==> src/rtl/cad_pkg.sv <==
// cad_pkg: shared types, constants and constant functions of the cobalt aqm
// drop decision block; used by cobalt_aqm_drop_decision
// depends on nothing
package cad_pkg;

  localparam int unsigned CACHE_DEPTH_DEF = 16;
  localparam logic [16:0] PROB_ONE = 17'd65536;

  // event kinds carried in the input tuser
  typedef enum logic [1:0] {
    OP_DEQUEUE  = 2'd0,
    OP_EMPTY    = 2'd1,
    OP_OVERFLOW = 2'd2
  } op_t;

  // configuration register indexes
  typedef enum logic [2:0] {
    REG_INTERVAL = 3'd0,
    REG_TARGET   = 3'd1,
    REG_USE_ECN  = 3'd2,
    REG_BLUE_INC = 3'd3,
    REG_BLUE_DEC = 3'd4,
    REG_BLUE_INI = 3'd5
  } reg_idx_t;

  // one newton step of the q0.32 inverse square root, elaboration use only
  function automatic logic [31:0] newton_step(input logic [31:0] v, input logic [31:0] c);
    logic [63:0] s;
    logic [63:0] w;
    s = ({32'b0, v} * {32'b0, v}) >> 32;
    w = (64'd3 << 32) - ({32'b0, c} * s);
    w = w >> 2;
    w = (w * {32'b0, v}) >> 31;
    return w[31:0];
  endfunction

  // small-count table entry: four newton steps per count from all ones
  function automatic logic [31:0] isqrt_entry(input int unsigned c);
    logic [31:0] v;
    v = '1;
    for (int unsigned k = 1; k <= c; k++) begin
      v = newton_step(v, 32'(k));
      v = newton_step(v, 32'(k));
      v = newton_step(v, 32'(k));
      v = newton_step(v, 32'(k));
    end
    return v;
  endfunction

endpackage

==> src/rtl/cad_mul.sv <==
// cad_mul: shared 32x32 unsigned multiplier with registered product
// depends on nothing
module cad_mul (
  input  logic        clk,
  input  logic [31:0] a,
  input  logic [31:0] b,
  output logic [63:0] prod_r
);

  // product registered every cycle
  always_ff @(posedge clk) begin
    prod_r <= {32'b0, a} * {32'b0, b};
  end

endmodule

==> src/rtl/cobalt_aqm_drop_decision.sv <==
// cobalt_aqm_drop_decision: codel plus blue drop/mark decision engine
// depends on cad_pkg and cad_mul
//
// usage: one event request enters on in_* (tuser = event kind, tdata = now,
// sojourn, ecn capability and random draw); one result leaves on out_*
// (drop, mark, dropping flag, drop count, blue probability).
// the block takes one request at a time and is not ready while it works.
// each inverse square root refresh uses the table for counts below CACHE_DEPTH
// and otherwise a newton step (four passes through the one shared multiplier);
// the codel catch-up loop repeats that refresh once per count decrement.
// the result sits in an output register; a stalled receiver holds the block
// in its final state until the previous result is taken. config writes are taken only
// while the block is idle (cfg_ready follows in_tready).
// reset (rst_n low, synchronous) loads the register defaults, clears codel
// state and sets the inverse square root to all ones; no clearing pass.
module cobalt_aqm_drop_decision #(
  parameter int unsigned CACHE_DEPTH = cad_pkg::CACHE_DEPTH_DEF
) (
  input  logic          clk,
  input  logic          rst_n,
  // input requests
  input  logic          in_tvalid,
  output logic          in_tready,
  input  logic [1:0]    in_tuser,   // operation
  input  logic [111:0]  in_tdata,   // now_ns[61:0], sojourn_ns[93:62], ecn_capable[94],
                                    // random_u[110:95], zero pad
  // results
  output logic          out_tvalid,
  input  logic          out_tready,
  output logic [55:0]   out_tdata,  // drop[0], mark[1], in_dropping[2],
                                    // drop_count[34:3], blue_prob[51:35], zero pad
  // configuration writes
  input  logic          cfg_valid,
  output logic          cfg_ready,
  input  logic [2:0]    cfg_index,
  input  logic [31:0]   cfg_data
);

  localparam int unsigned IDX_W = (CACHE_DEPTH > 1) ? $clog2(CACHE_DEPTH) : 1;

  typedef enum logic [15:0] {
    S_IDLE   = 16'h0001,
    S_EVAL   = 16'h0002,
    S_LAWNOW = 16'h0004,
    S_DECIDE = 16'h0008,
    S_REF    = 16'h0010,
    S_N2     = 16'h0020,
    S_N3     = 16'h0040,
    S_N4     = 16'h0080,
    S_N5     = 16'h0100,
    S_N6     = 16'h0200,
    S_LAW    = 16'h0400,
    S_LAW2   = 16'h0800,
    S_CHK    = 16'h1000,
    S_FIN    = 16'h2000,
    S_BLUE   = 16'h4000,
    S_POST   = 16'h8000
  } state_t;

  // small-count inverse square root table
  logic [31:0] isqrt_tab [CACHE_DEPTH];
  for (genvar g = 0; g < CACHE_DEPTH; g++) begin : g_tab
    localparam logic [31:0] ENTRY = cad_pkg::isqrt_entry(g);
    assign isqrt_tab[g] = ENTRY;
  end

  state_t      state_r, state_nxt;
  // config registers
  logic [31:0] interval_r, target_r;
  logic        use_ecn_r;
  logic [16:0] blue_inc_r, blue_dec_r;
  // codel and blue state
  logic        dropping_r;
  logic [31:0] count_r;
  logic [63:0] drop_next_r;
  logic [31:0] inv_r;
  logic [63:0] last_blue_r;
  logic [16:0] prob_r;
  // request latch and work registers
  logic [1:0]  op_r;
  logic [61:0] now_r;
  logic [31:0] soj_r;
  logic        ecn_r;
  logic [15:0] rnd_r;
  logic [63:0] sched_r, hold_r, lo_r;
  logic [61:0] w2_r;
  logic        due_r, drop_r, mark_r, loop_r;
  // output register
  logic        out_valid_r;
  logic [55:0] out_data_r;

  logic [31:0] mul_a, mul_b;
  logic [63:0] prod;
  logic [63:0] now64, diff_now, w_full, nsum;
  logic [17:0] prob_up;
  logic [16:0] ini_clamp;
  logic        blue_hit, out_free;

  cad_mul u_mul (
    .clk    (clk),
    .a      (mul_a),
    .b      (mul_b),
    .prod_r (prod)
  );

  assign now64     = {2'b0, now_r};
  assign diff_now  = now64 - drop_next_r;
  assign w_full    = (64'd3 << 32) - prod;
  assign nsum      = lo_r + {prod[31:0], 32'b0};
  assign prob_up   = {1'b0, prob_r} + {1'b0, blue_inc_r};
  assign ini_clamp = (cfg_data[16:0] > cad_pkg::PROB_ONE) ? cad_pkg::PROB_ONE : cfg_data[16:0];
  assign blue_hit  = (prob_r != 17'd0) && ({1'b0, rnd_r} < prob_r);
  assign out_free  = !out_valid_r || out_tready;

  assign in_tready  = (state_r == S_IDLE);
  assign cfg_ready  = (state_r == S_IDLE);
  assign out_tvalid = out_valid_r;
  assign out_tdata  = out_data_r;

  // multiplier operand selection
  always_comb begin
    mul_a = interval_r;
    mul_b = inv_r;
    unique case (state_r)
      S_REF: begin
        mul_a = inv_r;
        mul_b = inv_r;
      end
      S_N2: begin
        mul_a = count_r;
        mul_b = prod[63:32];
      end
      S_N4: begin
        mul_a = w2_r[31:0];
        mul_b = inv_r;
      end
      S_N5: begin
        mul_a = {2'b0, w2_r[61:32]};
        mul_b = inv_r;
      end
      default: begin
        mul_a = interval_r;
        mul_b = inv_r;
      end
    endcase
  end

  // next state
  always_comb begin
    state_nxt = state_r;
    unique case (state_r)
      S_IDLE:   if (in_tvalid) state_nxt = S_EVAL;
      S_EVAL: begin
        priority case (op_r)
          cad_pkg::OP_DEQUEUE: begin
            if (soj_r > target_r && !dropping_r) state_nxt = S_LAWNOW;
            else state_nxt = S_DECIDE;
          end
          cad_pkg::OP_EMPTY, cad_pkg::OP_OVERFLOW: state_nxt = S_BLUE;
          default: state_nxt = S_POST;
        endcase
      end
      S_LAWNOW: state_nxt = S_DECIDE;
      S_DECIDE: state_nxt = due_r ? S_REF : S_FIN;
      S_REF:    state_nxt = (count_r < 32'(CACHE_DEPTH)) ? S_LAW : S_N2;
      S_N2:     state_nxt = S_N3;
      S_N3:     state_nxt = S_N4;
      S_N4:     state_nxt = S_N5;
      S_N5:     state_nxt = S_N6;
      S_N6:     state_nxt = S_LAW;
      S_LAW:    state_nxt = S_LAW2;
      S_LAW2:   state_nxt = (op_r == cad_pkg::OP_DEQUEUE) ? S_CHK : S_POST;
      S_CHK: begin
        if (loop_r && count_r != 32'd0 && !diff_now[63]) state_nxt = S_REF;
        else state_nxt = S_FIN;
      end
      S_FIN:    state_nxt = S_POST;
      S_BLUE: begin
        if (op_r == cad_pkg::OP_EMPTY && count_r != 32'd0 && !sched_r[63]) state_nxt = S_REF;
        else state_nxt = S_POST;
      end
      S_POST:   if (out_free) state_nxt = S_IDLE;
      default:  state_nxt = S_IDLE;
    endcase
  end

  // control state and datapath
  always_ff @(posedge clk) begin
    if (!rst_n) begin
      state_r     <= S_IDLE;
      interval_r  <= 32'd100000000;
      target_r    <= 32'd5000000;
      use_ecn_r   <= 1'b0;
      blue_inc_r  <= 17'd256;
      blue_dec_r  <= 17'd16;
      dropping_r  <= 1'b0;
      count_r     <= 32'd0;
      drop_next_r <= 64'd0;
      inv_r       <= '1;
      last_blue_r <= 64'd0;
      prob_r      <= 17'd0;
      out_valid_r <= 1'b0;
      loop_r      <= 1'b0;
    end else begin
      state_r <= state_nxt;
      // output valid: set on a new result, cleared when taken
      if (state_r == S_POST && out_free) out_valid_r <= 1'b1;
      else if (out_valid_r && out_tready) out_valid_r <= 1'b0;
      unique case (state_r)
        // latch the request
        S_IDLE: begin
          if (in_tvalid) begin
            op_r  <= in_tuser;
            now_r <= in_tdata[61:0];
            soj_r <= in_tdata[93:62];
            ecn_r <= in_tdata[94];
            rnd_r <= in_tdata[110:95];
          end
        end
        // schedule difference, blue hold-off, codel entry
        S_EVAL: begin
          sched_r <= diff_now;
          hold_r  <= now64 - last_blue_r - {32'b0, target_r};
          drop_r  <= 1'b0;
          mark_r  <= 1'b0;
          due_r   <= (count_r != 32'd0) && !diff_now[63];
          if (op_r == cad_pkg::OP_DEQUEUE) begin
            if (soj_r > target_r) begin
              dropping_r <= 1'b1;
              if (count_r == 32'd0) count_r <= 32'd1;
            end else begin
              dropping_r <= 1'b0;
            end
          end
        end
        // control law from now on entering the dropping state
        S_LAWNOW: drop_next_r <= now64 + {32'b0, prod[63:32]};
        // codel drop or catch-up decrement
        S_DECIDE: begin
          if (due_r && dropping_r) begin
            mark_r <= use_ecn_r && ecn_r;
            drop_r <= !(use_ecn_r && ecn_r);
            if (count_r != '1) count_r <= count_r + 32'd1;
            loop_r <= 1'b0;
          end else if (due_r) begin
            count_r <= count_r - 32'd1;
            loop_r  <= 1'b1;
          end
        end
        // table lookup for small counts
        S_REF: begin
          if (count_r < 32'(CACHE_DEPTH)) inv_r <= isqrt_tab[count_r[IDX_W-1:0]];
        end
        // newton step w = (3 - c*v*v) / 4
        S_N3: w2_r <= w_full[63:2];
        S_N5: lo_r <= prod;
        S_N6: inv_r <= nsum[62:31];
        // control law on the next drop time
        S_LAW2: drop_next_r <= drop_next_r + {32'b0, prod[63:32]};
        // recheck schedule after a step
        S_CHK: begin
          sched_r <= diff_now;
          if (loop_r && count_r != 32'd0 && !diff_now[63]) count_r <= count_r - 32'd1;
        end
        // blue drop and next drop time
        S_FIN: begin
          drop_r <= drop_r || blue_hit;
          mark_r <= mark_r && !(drop_r || blue_hit);
          if (count_r == 32'd0) begin
            drop_next_r <= now64 + {32'b0, interval_r};
          end else if (sched_r != 64'd0 && !sched_r[63] && !(drop_r || blue_hit)) begin
            drop_next_r <= now64;
          end
        end
        // blue probability update for empty and overflow events
        S_BLUE: begin
          if (op_r == cad_pkg::OP_EMPTY) begin
            if (prob_r != 17'd0 && hold_r != 64'd0 && !hold_r[63]) begin
              prob_r      <= (blue_dec_r >= prob_r) ? 17'd0 : prob_r - blue_dec_r;
              last_blue_r <= now64;
            end
            dropping_r <= 1'b0;
            if (count_r != 32'd0 && !sched_r[63]) count_r <= count_r - 32'd1;
          end else begin
            if (hold_r != 64'd0 && !hold_r[63]) begin
              prob_r      <= (prob_up > {1'b0, cad_pkg::PROB_ONE}) ? cad_pkg::PROB_ONE
                                                                    : prob_up[16:0];
              last_blue_r <= now64;
            end
            dropping_r  <= 1'b1;
            drop_next_r <= now64;
            if (count_r == 32'd0) count_r <= 32'd1;
          end
        end
        // result into the output register
        S_POST: begin
          if (out_free) begin
            out_data_r  <= {4'b0, prob_r, count_r, dropping_r, mark_r, drop_r};
          end
        end
        default: ;
      endcase
      // configuration writes
      if (cfg_valid && cfg_ready) begin
        unique case (cfg_index)
          cad_pkg::REG_INTERVAL: interval_r <= cfg_data;
          cad_pkg::REG_TARGET:   target_r   <= cfg_data;
          cad_pkg::REG_USE_ECN:  use_ecn_r  <= cfg_data[0];
          cad_pkg::REG_BLUE_INC: blue_inc_r <= cfg_data[16:0];
          cad_pkg::REG_BLUE_DEC: blue_dec_r <= cfg_data[16:0];
          cad_pkg::REG_BLUE_INI: prob_r     <= ini_clamp;
          default: ;
        endcase
      end
    end
  end

endmodule
==> config.mk <==
export PLATFORM = sky130hd
export DESIGN_NAME = cobalt_aqm_drop_decision
export DESIGN_NICKNAME = d
export VERILOG_FILES = /design/src/rtl/cad_pkg.sv /design/src/rtl/cad_mul.sv /design/src/rtl/cobalt_aqm_drop_decision.sv
export SDC_FILE = /design/constraint.sdc
export NUM_CORES = 2
export LEC_CHECK = 0
export BUFFER_PORTS_ARGS = -buffer_cell sky130_fd_sc_hd__buf_2
export CAP_MARGIN = 5
export CORE_ASPECT_RATIO = 1.4
export CORE_MARGIN = 2
export CORE_UTILIZATION = 58
export DETAILED_ROUTE_END_ITERATION = 10
export PLACE_DENSITY_LB_ADDON = 0.08
export SLEW_MARGIN = 5
export SYNTH_ARGS = -nofsm -noshare
export SYNTH_HDL_FRONTEND = slang
export SYNTH_SLANG_ARGS = --single-unit
==> constraint.sdc <==
create_clock -name clk -period 11.95 [get_ports clk]
set_input_delay 1.195 -clock clk [delete_from_list [all_inputs] [get_ports clk]]
set_output_delay 1.195 -clock clk [all_outputs]
set_load 0.05 [all_outputs]
# Word level (Yosys, flattened, before mapping)

Memory sizes are Yosys's and may differ from the RTL's.
Index checks and enable logic that the tools add are counted.

Bits in read-only memories: 512
Memories kept: 1
Register bits after elaboration: 812
Output and inout bits: 59
Word-level logic and storage cells: 205
Bits of input ports: 154

Memory list:

| memory          | depth | bits a word | read ports | clocked after memory_dff | write ports | line                            | source |
|---|---|---|---|---|---|---|---|
| (no name shown) | 16    | 32          | 1          | 0                        | 0           | cobalt_aqm_drop_decision.sv:252 | `if (count_r < 32'(CACHE_DEPTH)) inv_r <= isqrt_tab[count_r[IDX_W-1:0]];` |

$lt $le $gt $ge: 7
Multiply operators: 1
Multiplexer cells: 54
Equality and inequality tests: 37
Bitwise gates (word level): 1
Add/sub/neg operators: 12
Reductions and logical operators: 64

Operators with widths:

| cell                                                                           | number |
|---|---|
| 32-bit 2-to-1 mux                                                              | 13 |
| 64-bit 2-to-1 mux                                                              | 6 |
| 16-bit one-hot mux with 16 select lines                                        | 1 |
| 32-bit one-hot mux with 4 select lines                                         | 2 |
| 64-bit one-hot mux with 4 select lines                                         | 1 |
| 17-bit 2-to-1 mux                                                              | 9 |
| 64-bit nonzero test                                                            | 2 |
| 62-bit by 64-bit subtractor with 64-bit output                                 | 2 |
| 62-bit by 32-bit adder with 63-bit output                                      | 2 |
| 64-bit by 32-bit adder with 64-bit output                                      | 1 |
| 32-bit by 32-bit multiplier with 64-bit output                                 | 1 |
| 16-bit 2-to-1 mux                                                              | 4 |
| 32-bit one-hot mux with 2 select lines                                         | 1 |
| 34-bit by 64-bit subtractor with 64-bit output (first input constant)          | 1 |
| 64-bit by 32-bit subtractor with 64-bit output                                 | 1 |
| 63-bit adder                                                                   | 1 |
| 32-bit by 1-bit adder with 32-bit output (second input constant)               | 1 |
| 32-bit > comparator                                                            | 1 |
| 32-bit zero test                                                               | 1 |
| 32-bit by 5-bit less-than comparator with 1-bit output (second input constant) | 1 |
| 32-bit != test (second input constant)                                         | 1 |
| 16-bit one-hot mux with 2 select lines                                         | 1 |
| 32-bit nonzero test                                                            | 1 |
| 32-bit by 1-bit subtractor with 32-bit output (second input constant)          | 1 |
| other kinds (51)                                                               | 120 |

# Longest topological paths before layout

Word-level depth: 8
Gate-level depth with buffers: 40

# Modules after synthesis

A second synthesis with hierarchy kept.

Cells, all modules: 9544
Area, all modules: 84304.6 µm²

Modules (own cells, without submodules):

| module                   | instances | cells an instance | sequential area each (µm²) | area each (µm²) |
|---|---|---|---|---|
| cobalt_aqm_drop_decision | 1         | 5704              | 18217.5                    | 49318.6 |
| cad_mul                  | 1         | 3840              | 1281.2                     | 34986.1 |

# Worst setup path before layout

No wires, ideal clock.

Kind: register to register
Start: register state_r[1]
End: register u_mul.prod_r[57]
Buffers on the path: 4
Data required time: 11.830 ns
Setup time: 0.120 ns
Data arrival time: 9.890 ns
Stages on the path, launching flop included: 36
Path slack: 1.940 ns
Clock period less this slack: 10.010 ns
Cells stage by stage: dfxtp_1 nor4_1 nand2_1 nor3_1 and4b_1 buf_2 buf_1 buf_2 mux2i_1 clkbuf_1 nor2_1 fa_1 fa_1 fa_1 inv_1 fa_1 inv_1 fa_1 inv_1 fa_1 inv_1 fa_1 fa_1 ha_1 a21oi_1 a21oi_1 o21ai_0 a211o_1 o21a_1 o21ai_0 a31oi_1 o31a_1 and3_1 o31ai_1 a21boi_0 xnor2_1

Longest elaborated chain between the ends: 3
Elaborated cells on any way between the ends: 7

RTL lines:

| what                                                                        | line                            | source |
|---|---|---|
| start, declared                                                             | cobalt_aqm_drop_decision.sv:67  | `state_t state_r, state_nxt;` |
| start signal, assigned                                                      | cobalt_aqm_drop_decision.sv:205 | `state_r <= state_nxt;` |
| 16-bit by 9-bit equality test with 1-bit output (tied with other cells)     | cobalt_aqm_drop_decision.sv:124 | `unique case (state_r)` |
| 32-bit one-hot mux with 4 select lines or 32-bit 2-to-1 mux (tied branches) | cobalt_aqm_drop_decision.sv:124 |  |
| 32-bit by 32-bit multiplier with 64-bit output *                            | cad_mul.sv:12                   | `prod_r <= {32'b0, a} * {32'b0, b};` |
| end signal, assigned                                                        | cad_mul.sv:12                   |  |
| end, declared                                                               | cad_mul.sv:7                    | `output logic [63:0] prod_r` |

Every way passes the cells marked *; elsewhere a longest branch is shown, timed or not.
A chain may end at the register's enable or synchronous reset.

# Worst setup path after layout

Start: register state_r[2]
End: register u_mul.prod_r[57]

The elaborated chain is that of the path after synthesis.

==> impl_metrics.ini <==
[run_status]
status = finished with violations
violations = antenna violations

[cts]
clkSlewWorstSetupHoldPaths_ps = 70
cts.sinks = 779
cts_resized = 0
cts_made_buffers = 79
clockBufferDepth = 3
insertion_delay_ps = 740
cts_hold_buf = 0
htree_levels = 3
root_buffer = clkbuf_16
cts_tree = yes
cts_setup_buffers = 0

[drt]
num_vias = 72460
drc = 0
vias_per_cell = 6.359
postRouteAntennaNets = 1
wire_per_inst_um = 27.57
routed_wl_mm = 314.2
drt-pass1-iter-count = 8
dr.first_iter.drc_count = 7091

[final_layout]
nNetsFinal = 11150
layout-drive-gt1-share_pct = 7.443
fill_cells = 12410
area_growth_pct = 7.588
finish.utilization_pct = 63.00
final_common_cell = inv_1
mostFrequentLayoutCells = inv_1, nand2_1, fa_1

[sta]
hold_ws_ps = 449.7
finalMaxSlewViolations = 0
skew_ps = 68.52
setup_tns_ps = 0
tightest_slew_ps = 1325
rsz0062_at_grt = no
setup_viol = 0
fmax_ghz = 0.08754
min_period_over_period_pct = 95.59
timing.final.crit_period_ps = 11420
finalHoldViolations = 0
slew_headroom_pct = 11.06

[critical_path]
crit_top_cell = fa_1
worst-path-max-fanout = 33
slowest_delay_ps = 590
r2r_setup_slack_ps = 530
end_kind = flop
r2r_cells = 33
cp_data_arrival_time_ps = 12020
worstReg2RegStart = state_r[2]
rr_endpoint = u_mul.prod_r[57]
critPathLaunchType = flop
crit_slowest_cell = fa_1
critPathBufInv = 6
required_ps = 12540
crit_type = flop to flop
critPathTopFamily = adder cells

[run]
maxCapViolCount = 0

[global_route]
antenna_found_initial = 17
grt_pass1_vias = 73290
overflow = 0
grt_pass1_wl_mm = 461.6
grt_max_degree = 80
grt_usage_pct = 43.22

[pwr]
p_comb_share_pct = 75.1
vdd_drop_max_mv = 0.6574
p_int_w = 0.01177
pwr-share-seq_pct = 14.5
switching_power_w = 0.01271
swShare_pct = 51.93
powerDensity_mw_per_mm2 = 275.3
clkPwrFrac_pct = 10.4
leakage_nw = 39.69

[floorplan]
chipHeight_um = 450.6
die_area_mm2 = 0.1456
dieWidth_um = 323.0
ios = 213
num_rows = 163
core_area_mm2 = 0.1411
start_util_pct = 58.56

[min_path]
min-delay-start = blue_dec_r[13]
min_delay_worst_endpoint = blue_dec_r[13]
hold_class = flop to flop
min_path_cells = 2

[yosys]
ys_seq_elements = 779
syn_area_per_cell_um2 = 8.817
ys.flop_type = edfxtp_1
ys_async_sr_fraction_pct = 0
synth_seq_area_share_pct = 23.59
yosys.cell_types.count = 105
synth_edf_count = 390
syn-cell-area_mm2 = 0.08265
synthCells = 9374
ys_warn_count = 0

[place]
gp_congestion = 1.023
dpl.hpwl_mm = 248.6
portBuffers = 207
## registers in the layout, summed over array words and instances (netlist names), 52 cells and up
| signal | count |
|---|---|
| hold_r | 64 |
| out_tdata | 52 |
| w2_r | 62 |
| u_mul.prod_r | 64 |
| sched_r | 64 |
| last_blue_r | 62 |
| now_r | 62 |
| drop_next_r | 64 |
## area by class of cell
| cell class | instances | area [um^2] | area share (%) |
|---|---|---|---|
| Clock inverter | 49 | 439.2 | 0.4939 |
| Sequential cell | 779 | 19500 | 21.93 |
| Clock buffer | 99 | 2136 | 2.402 |
| Inverter | 1179 | 4433 | 4.986 |
| Antenna cell | 13 | 32.53 | 0.03659 |
| Tap cell | 1897 | 2374 | 2.669 |
| Multi-Input combinational cell | 6952 | 57250 | 64.39 |
| Timing Repair Buffer | 427 | 2750 | 3.093 |
## stage by stage
step / cell area (um^2) / power, W / instances / setup WS (ps)
finish: 88920 / 0.02448 / 11400 / 526.8
global route: 88890 / 0.02627 / 11390 / 87.09
CTS: 88880 / 0.02419 / 11380 / 769.7
detailed placement: 86300 / 0.02155 / 11230 / 797.7
global placement: 86300 / 0.02142 / 11230 / 829.2
floorplan: 82660 / 0.01564 / 9377 / 1940
## worst max-delay path by stage
stage | cells past startpoint | startpoint | to | slack (ps)
after floorplan | 35 | state_r[1] | u_mul.prod_r[57] | 1940
after global placement | 33 | state_r[1] | u_mul.prod_r[57] | 830
after detailed placement | 33 | state_r[1] | u_mul.prod_r[57] | 800
after CTS | 33 | state_r[1] | u_mul.prod_r[57] | 770
after global routing | 36 | state_r[1] | u_mul.prod_r[58] | 90
final | 33 | state_r[2] | u_mul.prod_r[57] | 530
## routing by layer
layer | track usage [%] | part of all wire, % | vias to the layer above
met4 | 41.81 | 12 | 20
met5 | 0 | 0.037 | -
li1 | - | - | 31710
met2 | 69.90 | 46 | 3797
met3 | 7.840 | 8.1 | 1393
met1 | 47.37 | 34 | 35530
## power by group through the flow
stage,logic (W),registers [W],clock network (W)
floorplan,0.0122,0.00348,0
global placement,0.0178,0.00357,0
detailed placement,0.0180,0.00358,0
CTS,0.0181,0.00352,0.00257
global route,0.0201,0.00353,0.00267
finish,0.0184,0.00354,0.00255
## worst min-delay path, stage by stage, from the launching register on
cell	delay (ps)
dfxtp_1	310
nand2_1	50
a21oi_1	50
## cells by family (layout without fill, tap and decap cells)
group | Yosys count | after routing | share of synthesized area (%)
XOR/XNOR | 392 | 392 | 4.154
adder cells (fa/ha/maj) | 1574 | 1574 | 32.32
multiplexers | 73 | 73 | 0.9295
buffers and inverters | 1646 | 1754 | 7.556
AO/OA/AOI/OAI | 1994 | 1994 | 15.60
other | 1 | 17 | 0.004537
flip-flops | 779 | 779 | 23.59
AND/OR/NAND/NOR | 2915 | 2915 | 15.84
## cell usage after synthesis (20+ instances only)
cell type,instances,share of area (%)
nor2_1,904,4.1
nor3_1,114,0.69
a22oi_1,24,0.22
nor2b_1,63,0.48
a31oi_1,65,0.49
or2_2,20,0.15
a21o_1,260,2.4
dfxtp_1,389,9.4
o221ai_1,26,0.28
nand3_1,162,0.98
o21ai_0,349,2.1
nor4_1,82,0.62
xor2_1,161,1.7
nand2b_1,70,0.53
o21bai_1,56,0.51
inv_1,1176,5.3
edfxtp_1,390,14
a21oi_1,623,3.8
and3_1,66,0.50
o22ai_1,27,0.20
ha_1,639,9.7
and2_1,59,0.45
fa_1,935,23
a221oi_1,40,0.42
o21a_1,93,0.84
a211oi_1,86,0.78
o211ai_1,64,0.58
o31ai_1,36,0.33
clkbuf_1,410,1.9
a222oi_1,35,0.42
buf_1,26,0.12
nand2_1,1133,5.1
xnor2_1,231,2.4
mux2i_1,43,0.52
nand4_1,104,0.79
buf_2,22,0.13
or3_1,35,0.26
No activity file was read; power rests on OpenSTA's default activity.
